## src/design/rrt_pkg.sv

```systemverilog
package rrt_pkg;

    localparam int ENTRIES_DEF       = 8;
    localparam int INTERVAL_BITS_DEF = 16;

    typedef enum logic [2:0] {
        OP_ADD    = 3'd0,
        OP_RESP   = 3'd1,
        OP_TICK   = 3'd2,
        OP_CLEAR  = 3'd3,
        OP_HALT   = 3'd4
    } t_op;

    typedef enum logic [2:0] {
        K_TRANSMIT  = 3'd0,
        K_PARKED    = 3'd1,
        K_FULL      = 3'd2,
        K_MATCHED   = 3'd3,
        K_UNMATCHED = 3'd4,
        K_GAVE_UP   = 3'd5,
        K_CLEARED   = 3'd6,
        K_DONE      = 3'd7
    } t_kind;

    typedef enum logic [2:0] {
        S_IDLE,
        S_SCAN,
        S_EMIT,
        S_WAIT
    } t_state;

    typedef struct packed {
        logic [2:0] op;
        logic [7:0] msg_type;
        logic [7:0] seq_num;
        logic [3:0] max_count;
        logic [15:0] interval;
        logic       halt_enable;
    } t_req;

    typedef struct packed {
        logic [2:0] kind;
        logic [7:0] out_msg_type;
        logic [7:0] out_seq_num;
        logic [3:0] out_count;
        logic       last;
    } t_rsp;

endpackage

```

## src/design/rrt_if.sv

```systemverilog
interface rrt_req_if;
    import rrt_pkg::*;
    logic valid;
    logic ready;
    t_req payload;
    modport source (output valid, output payload, input ready);
    modport sink   (input valid, input payload, output ready);
endinterface

interface rrt_rsp_if;
    import rrt_pkg::*;
    logic valid;
    logic ready;
    t_rsp payload;
    modport source (output valid, output payload, input ready);
    modport sink   (input valid, input payload, output ready);
endinterface

```

## src/design/request_retransmit_table_unit.sv

```systemverilog
// Retransmit table of pending requests.
// i_req carries one request per handshake (op, type, sequence number, limit,
// interval, halt flag). o_rsp carries the results, the final one with last set.
// A sequencer walks the slot array one slot per cycle, held while a result waits
// untaken, through a single shared compare/decrement unit, and every result waits
// in the output register. Add and response stop at the first slot that fits.
// Clear, set halt and a halt request with no change do not walk the slots.
// Tick and resume visit every slot, stalled while the receiver holds off a result.
// Requests are refused while a request is in progress, so the block handles
// one request at a time.
// A stalled receiver holds the walk on the current slot until the result is
// taken; nothing is lost or repeated.
// Reset empties the table, disarms all timers and sets halted. The slot
// storage itself is not cleared; only the valid and armed bits are.
// Ops 5 to 7 are dropped without a result.
// Requests with op 3 (clear) free all slots when they are accepted.
module request_retransmit_table_unit #(
    parameter int ENTRIES       = rrt_pkg::ENTRIES_DEF,
    parameter int INTERVAL_BITS = rrt_pkg::INTERVAL_BITS_DEF
) (
    input  logic    i_clk,
    input  logic    i_rst_n,
    rrt_req_if.sink   i_req,
    rrt_rsp_if.source o_rsp
);
    import rrt_pkg::*;

    localparam int IW = (ENTRIES > 1) ? $clog2(ENTRIES) : 1;
    localparam logic [IW:0] LAST_IDX = (IW+1)'(ENTRIES - 1);

    logic [ENTRIES-1:0] r_valid, n_valid, r_armed, n_armed;
    logic [7:0]  m_type  [ENTRIES];
    logic [7:0]  m_seq   [ENTRIES];
    logic [3:0]  m_count [ENTRIES];
    logic [3:0]  m_limit [ENTRIES];
    logic [INTERVAL_BITS-1:0] m_iv  [ENTRIES];
    logic [INTERVAL_BITS-1:0] m_rem [ENTRIES];

    logic   r_halted, n_halted;
    t_state r_state, n_state;
    t_req   r_req, n_req;
    logic [IW:0] r_idx, n_idx;
    t_rsp   r_out, n_out;
    logic   r_ov, n_ov;

    // Slot write port, driven by the sequencer.
    logic        w_en;
    logic [IW-1:0] w_addr;
    logic [7:0]  w_type, w_seq;
    logic [3:0]  w_count, w_limit;
    logic [INTERVAL_BITS-1:0] w_iv, w_rem;

    logic [IW-1:0] cur;
    logic [7:0]  c_type, c_seq;
    logic [3:0]  c_count, c_limit;
    logic [INTERVAL_BITS-1:0] c_iv, c_rem;
    logic [7:0]  want_type;
    logic [INTERVAL_BITS-1:0] in_iv;

    assign cur     = r_idx[IW-1:0];
    assign c_type  = m_type[cur];
    assign c_seq   = m_seq[cur];
    assign c_count = m_count[cur];
    assign c_limit = m_limit[cur];
    assign c_iv    = m_iv[cur];
    assign c_rem   = m_rem[cur];
    assign want_type = r_req.msg_type - 8'd1;
    assign in_iv = INTERVAL_BITS'({{(INTERVAL_BITS > 16 ? INTERVAL_BITS-16 : 1){1'b0}},
                                   r_req.interval});

    assign i_req.ready   = (r_state == S_IDLE);
    assign o_rsp.valid   = r_ov;
    assign o_rsp.payload = r_out;

    always_ff @(posedge i_clk) begin
        if (w_en) begin
            m_type[w_addr]  <= w_type;
            m_seq[w_addr]   <= w_seq;
            m_count[w_addr] <= w_count;
            m_limit[w_addr] <= w_limit;
            m_iv[w_addr]    <= w_iv;
            m_rem[w_addr]   <= w_rem;
        end
    end

    always_ff @(posedge i_clk) begin
        if (!i_rst_n) begin
            r_state  <= S_IDLE;
            r_valid  <= '0;
            r_armed  <= '0;
            r_halted <= 1'b1;
            r_ov     <= 1'b0;
            r_idx    <= '0;
        end else begin
            r_state  <= n_state;
            r_valid  <= n_valid;
            r_armed  <= n_armed;
            r_halted <= n_halted;
            r_ov     <= n_ov;
            r_idx    <= n_idx;
        end
        r_req <= n_req;
        r_out <= n_out;
    end

    function automatic t_rsp mk(t_kind k, logic [7:0] t, logic [7:0] s,
                                logic [3:0] c, logic l);
        t_rsp r;
        r.kind = k; r.out_msg_type = t; r.out_seq_num = s;
        r.out_count = c; r.last = l;
        return r;
    endfunction

    always_comb begin
        logic slot_end;
        logic [3:0] inc;
        n_state  = r_state;
        n_valid  = r_valid;
        n_armed  = r_armed;
        n_halted = r_halted;
        n_req    = r_req;
        n_idx    = r_idx;
        n_out    = r_out;
        n_ov     = r_ov;
        w_en = 1'b0; w_addr = cur;
        w_type = c_type; w_seq = c_seq; w_count = c_count; w_limit = c_limit;
        w_iv = c_iv; w_rem = c_rem;
        slot_end = (r_idx == LAST_IDX);
        inc = c_count + 4'd1;

        if (r_ov && o_rsp.ready) n_ov = 1'b0;

        unique case (r_state)
            S_IDLE: begin
                if (i_req.valid) begin
                    n_req = i_req.payload;
                    n_idx = '0;
                    n_state = S_SCAN;
                    if (i_req.payload.op == OP_HALT) begin
                        if (r_halted == i_req.payload.halt_enable ||
                            i_req.payload.halt_enable) begin
                            n_halted = i_req.payload.halt_enable;
                            n_state = S_EMIT;
                        end else begin
                            n_halted = 1'b0;
                        end
                    end else if (i_req.payload.op == OP_CLEAR) begin
                        n_valid = '0; n_armed = '0;
                        n_state = S_WAIT;
                        n_ov = 1'b1;
                        n_out = mk(K_CLEARED, 8'd0, 8'd0, 4'd0, 1'b1);
                    end else if (i_req.payload.op != OP_ADD &&
                                 i_req.payload.op != OP_RESP &&
                                 i_req.payload.op != OP_TICK) begin
                        n_state = S_IDLE;
                    end
                end
            end
            S_SCAN: begin
                // One slot per cycle, stalled until the output register is free.
                if (!(r_ov && !o_rsp.ready)) begin
                    case (r_req.op)
                        OP_ADD: begin
                            if (!r_valid[cur]) begin
                                n_valid[cur] = 1'b1;
                                n_armed[cur] = !r_halted;
                                w_en = 1'b1;
                                w_type = r_req.msg_type; w_seq = r_req.seq_num;
                                w_limit = r_req.max_count; w_iv = in_iv;
                                w_count = r_halted ? 4'd0 : 4'd1;
                                w_rem = r_halted ? '0 : in_iv;
                                n_ov = 1'b1; n_state = S_WAIT;
                                n_out = r_halted ?
                                    mk(K_PARKED, r_req.msg_type, r_req.seq_num, 4'd0, 1'b1) :
                                    mk(K_TRANSMIT, r_req.msg_type, r_req.seq_num, 4'd1, 1'b1);
                            end else if (slot_end) begin
                                n_ov = 1'b1; n_state = S_WAIT;
                                n_out = mk(K_FULL, r_req.msg_type, r_req.seq_num,
                                           4'd0, 1'b1);
                            end
                        end
                        OP_RESP: begin
                            if (r_req.msg_type != 8'd0 && r_valid[cur] &&
                                c_type == want_type && c_seq == r_req.seq_num) begin
                                n_valid[cur] = 1'b0; n_armed[cur] = 1'b0;
                                n_ov = 1'b1; n_state = S_WAIT;
                                n_out = mk(K_MATCHED, c_type, c_seq, c_count, 1'b1);
                            end else if (slot_end) begin
                                n_ov = 1'b1; n_state = S_WAIT;
                                n_out = mk(K_UNMATCHED,
                                           (r_req.msg_type != 8'd0) ? want_type : 8'd0,
                                           r_req.seq_num, 4'd0, 1'b1);
                            end
                        end
                        OP_TICK: begin
                            if (r_valid[cur] && r_armed[cur]) begin
                                w_en = 1'b1;
                                if (c_rem > INTERVAL_BITS'(1)) begin
                                    w_rem = c_rem - INTERVAL_BITS'(1);
                                end else if (c_count >= c_limit) begin
                                    n_valid[cur] = 1'b0; n_armed[cur] = 1'b0;
                                    n_ov = 1'b1;
                                    n_out = mk(K_GAVE_UP, c_type, c_seq, c_count, 1'b0);
                                end else if (r_halted) begin
                                    n_armed[cur] = 1'b0;
                                    n_ov = 1'b1;
                                    n_out = mk(K_PARKED, c_type, c_seq, c_count, 1'b0);
                                end else begin
                                    w_count = inc; w_rem = c_iv;
                                    n_ov = 1'b1;
                                    n_out = mk(K_TRANSMIT, c_type, c_seq, inc, 1'b0);
                                end
                            end
                            n_idx = r_idx + 1'b1;
                            if (slot_end) n_state = S_EMIT;
                        end
                        default: begin
                            // Resume: send parked entries under their limit, arm all.
                            if (r_valid[cur] && !r_armed[cur]) begin
                                w_en = 1'b1;
                                n_armed[cur] = 1'b1;
                                w_rem = c_iv;
                                if (c_count < c_limit) begin
                                    w_count = inc;
                                    n_ov = 1'b1;
                                    n_out = mk(K_TRANSMIT, c_type, c_seq, inc, 1'b0);
                                end
                            end
                            n_idx = r_idx + 1'b1;
                            if (slot_end) n_state = S_EMIT;
                        end
                    endcase
                    if (r_req.op == OP_ADD || r_req.op == OP_RESP) begin
                        if (n_state == S_SCAN) n_idx = r_idx + 1'b1;
                    end
                end
            end
            S_EMIT: begin
                if (!(r_ov && !o_rsp.ready)) begin
                    n_ov = 1'b1; n_state = S_WAIT;
                    n_out = mk(K_DONE, 8'd0, 8'd0, 4'd0, 1'b1);
                end
            end
            S_WAIT: begin
                if (!n_ov) begin
                    n_state = S_IDLE;
                end
            end
            default: n_state = S_IDLE;
        endcase
    end

endmodule

```

## src/flat_wrapper.sv

```systemverilog
// flat-port wrapper written by rule: the top's interface ports become plain ports
module request_retransmit_table_unit_flat import rrt_pkg::*;
#(
    parameter int ENTRIES       = rrt_pkg::ENTRIES_DEF,
    parameter int INTERVAL_BITS = rrt_pkg::INTERVAL_BITS_DEF
)
  (i_clk, i_rst_n, i_req_valid, i_req_payload, i_req_ready, o_rsp_valid, o_rsp_payload, o_rsp_ready);
  rrt_req_if i_req_i ();
  rrt_rsp_if o_rsp_i ();
  input  logic i_clk;
  input  logic i_rst_n;
  input wire logic [$bits(i_req_i.valid)-1:0] i_req_valid;
  input wire logic [$bits(i_req_i.payload)-1:0] i_req_payload;
  output wire logic [$bits(i_req_i.ready)-1:0] i_req_ready;
  output wire logic [$bits(o_rsp_i.valid)-1:0] o_rsp_valid;
  output wire logic [$bits(o_rsp_i.payload)-1:0] o_rsp_payload;
  input wire logic [$bits(o_rsp_i.ready)-1:0] o_rsp_ready;
  assign i_req_i.valid = i_req_valid;
  assign i_req_i.payload = i_req_payload;
  assign i_req_ready = i_req_i.ready;
  assign o_rsp_valid = o_rsp_i.valid;
  assign o_rsp_payload = o_rsp_i.payload;
  assign o_rsp_i.ready = o_rsp_ready;
  request_retransmit_table_unit #(.ENTRIES(ENTRIES), .INTERVAL_BITS(INTERVAL_BITS)) u_core (.i_clk(i_clk), .i_rst_n(i_rst_n), .i_req(i_req_i), .o_rsp(o_rsp_i));
endmodule
```

## config.mk

```make
export PLATFORM = sky130hd
export DESIGN_NAME = request_retransmit_table_unit_flat
export DESIGN_NICKNAME = d
export VERILOG_FILES = /design/src/design/rrt_pkg.sv /design/src/design/rrt_if.sv /design/src/design/request_retransmit_table_unit.sv /design/src/flat_wrapper.sv
export SDC_FILE = /design/constraint.sdc
export NUM_CORES = 1
export LEC_CHECK = 0
export BUFFER_PORTS_ARGS = -buffer_cell sky130_fd_sc_hd__buf_2
export CAP_MARGIN = 5
export CELL_PAD_IN_SITES_DETAIL_PLACEMENT = 1
export CELL_PAD_IN_SITES_GLOBAL_PLACEMENT = 2
export CORE_ASPECT_RATIO = 0.9
export CORE_UTILIZATION = 46
export DETAILED_ROUTE_END_ITERATION = 8
export GPL_TIMING_DRIVEN = 1
export PLACE_DENSITY_LB_ADDON = 0.1
export SETUP_SLACK_MARGIN = 0.15
export SLEW_MARGIN = 0
export SYNTH_ARGS = -nofsm -noshare
export SYNTH_HDL_FRONTEND = slang
export SYNTH_SLANG_ARGS = --single-unit
```

## constraint.sdc

```tcl
create_clock -name i_clk -period 7.2 [get_ports i_clk]
set_clock_uncertainty 0.05 [all_clocks]
set_input_delay 1.08 -clock i_clk [delete_from_list [all_inputs] [get_ports i_clk]]
set_output_delay 1.08 -clock i_clk [all_outputs]
set_load 0.02 [all_outputs]
```

==> results.md <==
- Placeable core region: 50850 sq um
- Grt ovf: 0
- Post-placement worst setup slack: 1735 ps
- Power density cells: 237.0 nW/um^2
- Area of the multi-input gates: 7594 sq um
- Die Footprint: 52880 sq um
- Routed WL: 65.96 mm
- Final std cell area, no fill: 26920 sq um
- Max VDD drop: 0.2048 mV
- # fillers: 4864
- Worst Setup Start Kind: flip-flop
- Worst Tran Pin Value: 1123 ps
- CTS tree: done
- Clock latency reported for the late side of the worst-skew pair: 620 ps
- Cells resized by post-CTS repair: 0
- Core Rows: 78
- DRT Pass-1 Iters: 7
- I/O Pins: 70
- Setup TNS: 0 ps
- Seq cells post-synth: 539
- Most instantiated flip-flop cell in the synthesis netlist: edfxtp_1
- Most frequent cells in the layout: 511 x edfxtp_1, 137 x nor2_1, 99 x mux4_2
- Commonest non-fill, non-tap cell in the layout: edfxtp_1
- Post-synthesis cell type count: 81
- Number of antenna cells inserted: 0
- First-pass GRT wire length: 98.67 mm
- Number of sinks driven by the clock tree: 539
- Yosys warnings: 0
- Achievable Freq: 184.0 MHz
- Clk pin slew, worst setup/hold paths: 60 ps
- End-of-flow core utilization: 52.95%
- Average via count per standard cell: 6.104
- Status: completed
- Total nets after synthesis: 1627
- Port Buffer Count: 69
- DIE WIDTH: 242.3 um
- Number of levels the H-tree was split into: 2
- Portion of the post-synthesis area used by sequential elements: 66.54%
- Number of global-route vias before repair: 15160
- Hold Crit Class: reg -> reg
- Postcts setup bufs: 0
- Share of final-layout standard cells stronger than drive strength 1: 21.02%
- Count of max-cap constraint violations: 0
- Crit. End Element: flip-flop
- Number of flops mapped to enable cells by yosys: 511
- Arr. time, crit path: 5620 ps
- DRC marker count from the first detailed-route iteration: 1121
- Placed inst area: 25140 sq um
- Antenna violations before repair: 0
- Antenna-violating nets left: 0
- Sequential standard cell area: 15920 sq um
- Half-perimeter wire length of the detailed placement result: 41.78 mm
- Main area contributors after synthesis: edfxtp_1 64%, mux4_2 9.3%, mux2i_1 3.0%, dfxtp_1 2.3%, nor2_1 2.3%
- Worst max-slew margin expressed relative to the limit: 24.54%
- Part of the cycle the worst path needs: 75.46%
- Max Transition Viols Final: 0
- Classification of the worst setup path: reg -> reg
- Synthesized area: 23900 sq um
- Hold violation count in the final report: 0
- Area delta synth->final: 12.64%
- Detail-routed net length per standard cell: 27.68 um
- Cell at the root of the clock tree: clkbuf_16
- Biggest area consumer among synthesized cells: edfxtp_1
- Setup repair after global routing missed its margin: no
- Max FO, Critical Path: 40
- Final net count: 1713
- Least setup slack across all paths after layout: 1767 ps
- Static Leakage: 8.697 nW
- Total CTS buffers: 57
- All-layer global routing usage: 25.14%
- Instance count of the mapped netlist: 1574
- Number of buffers between clock root and the deepest sink: 3
- Required @ worst endpoint: 7390 ps
- Min Tclk post-route: 5433 ps
- Setup Viol. Count Final: 0
- Ys async rst share: 0%
- Die extent in y: 218.3 um
- Number of DRC violations after detailed routing: 0
- Top cell type's share of synthesized area: 64.20%
- RD Place Congestion: 0.8504
- Hold buffer count at CTS: 0
- DR vias: 14550
- Starting density of the core: 47.01%
- Post-Syn Area per Cell: 15.19 sq um
- Largest net degree at the start of global routing: 65
==> area by class of cell <==
type / instances / share of cell area [%]
Timing Repair Buffer: 111 / 2.500
Inverter: 28 / 0.3904
Clock buffer: 70 / 5.558
Multi-Input combinational cell: 923 / 28.20
Tap cell: 680 / 3.160
Sequential cell: 539 / 59.12
Clock inverter: 32 / 1.073
==> stage by stage <==
| stage | total power [mW] | hold slack [ps] | cells |
|---|---|---|---|
| 2_1_floorplan | 3.552 | 391.6 | 1574 |
| 3_3_place_gp | 3.608 | 415.9 | 2281 |
| 3_5_place_dp | 3.610 | 428.1 | 2281 |
| 4_1_cts | 6.446 | 439.3 | 2383 |
| 5_1_grt | 6.560 | 457.6 | 2383 |
| 6_report | 6.382 | 444.9 | 2383 |
==> final timing paths <==
kind | slack, ps | from | endpoint | depth (start not counted)
max | 1770 | flip-flop | u_core.o_rsp.payload[11] | 9
min | 440 | u_core.r_valid[7] | u_core.r_valid[7] | 2
max reg2reg | 1770 | flip-flop | u_core.o_rsp.payload[11] | 9
min reg2reg | 440 | u_core.r_valid[7] | u_core.r_valid[7] | 2
==> power breakdown <==
part	switching, mW	total (mW)	internal [mW]
registers	0.0189	3.43	3.41
clock network	1.22	2.84	1.62
logic	0.0794	0.119	0.0399
total	1.32	6.38	5.06
==> metal layers <==
metal	GRT usage, %	vias up	wire length [um]
li1	-	6451	-
met2	41.68	405	32100
met4	7.025	0	1526
met5	0	-	0
met3	3.696	96	3594
met1	34.71	7594	28740
==> worst max-delay path: stages, from the launching register on <==
cell,delay [ps]
dfxtp_4,840
buf_4,560
mux4_2,600
mux2i_1,390
ha_1,370
nor2_1,130
or4b_4,600
o21ai_1,460
o211ai_1,200
a21oi_4,820
==> logic make-up (layout without fill, tap and decap cells) <==
kind of cell | count (synthesis) | count (layout) | synth area share (%)
muxes | 209 | 209 | 14.21
and+or+nand+nor | 393 | 393 | 8.045
buffers and inverters | 112 | 241 | 2.078
adders and majority gates | 9 | 9 | 0.4711
DFF | 539 | 539 | 66.54
xor gates and xnor gates | 19 | 19 | 0.8113
other | 1 | 1 | 0.01569
AOI/OAI and AO/OA | 292 | 292 | 7.831
==> synth_stat cells (all sizes together), types with 11 or more instances <==
cell type / n
edfxtp: 511
nor2: 145
mux4: 100
a21oi: 93
nand2: 74
mux2i: 73
o21ai: 61
clkbuf: 47
nor3: 45
buf: 37
mux2: 36
dfxtp: 28
inv: 27
nand3: 21
nor2b: 17
nand2b: 16
nor4: 16
a211oi: 15
and3: 15
o22ai: 15
a221oi: 13
xnor2: 12
a22oi: 11
==> flip-flops by register name (all words and copies together) (netlist names), named ones only <==
name	count
u_core.m_count	32
u_core.r_valid	8
u_core.r_req	23
u_core.m_iv	128
u_core.r_state	3
u_core.m_rem	128
u_core.o_rsp.payload	24
u_core.r_armed	8
u_core.r_idx	4
u_core.in_iv	16
u_core.m_limit	32
u_core.m_seq	64
u_core.m_type	64
u_core.o_rsp.valid	1
u_core.r_halted	1
Power figures use the tool's default switching activity.
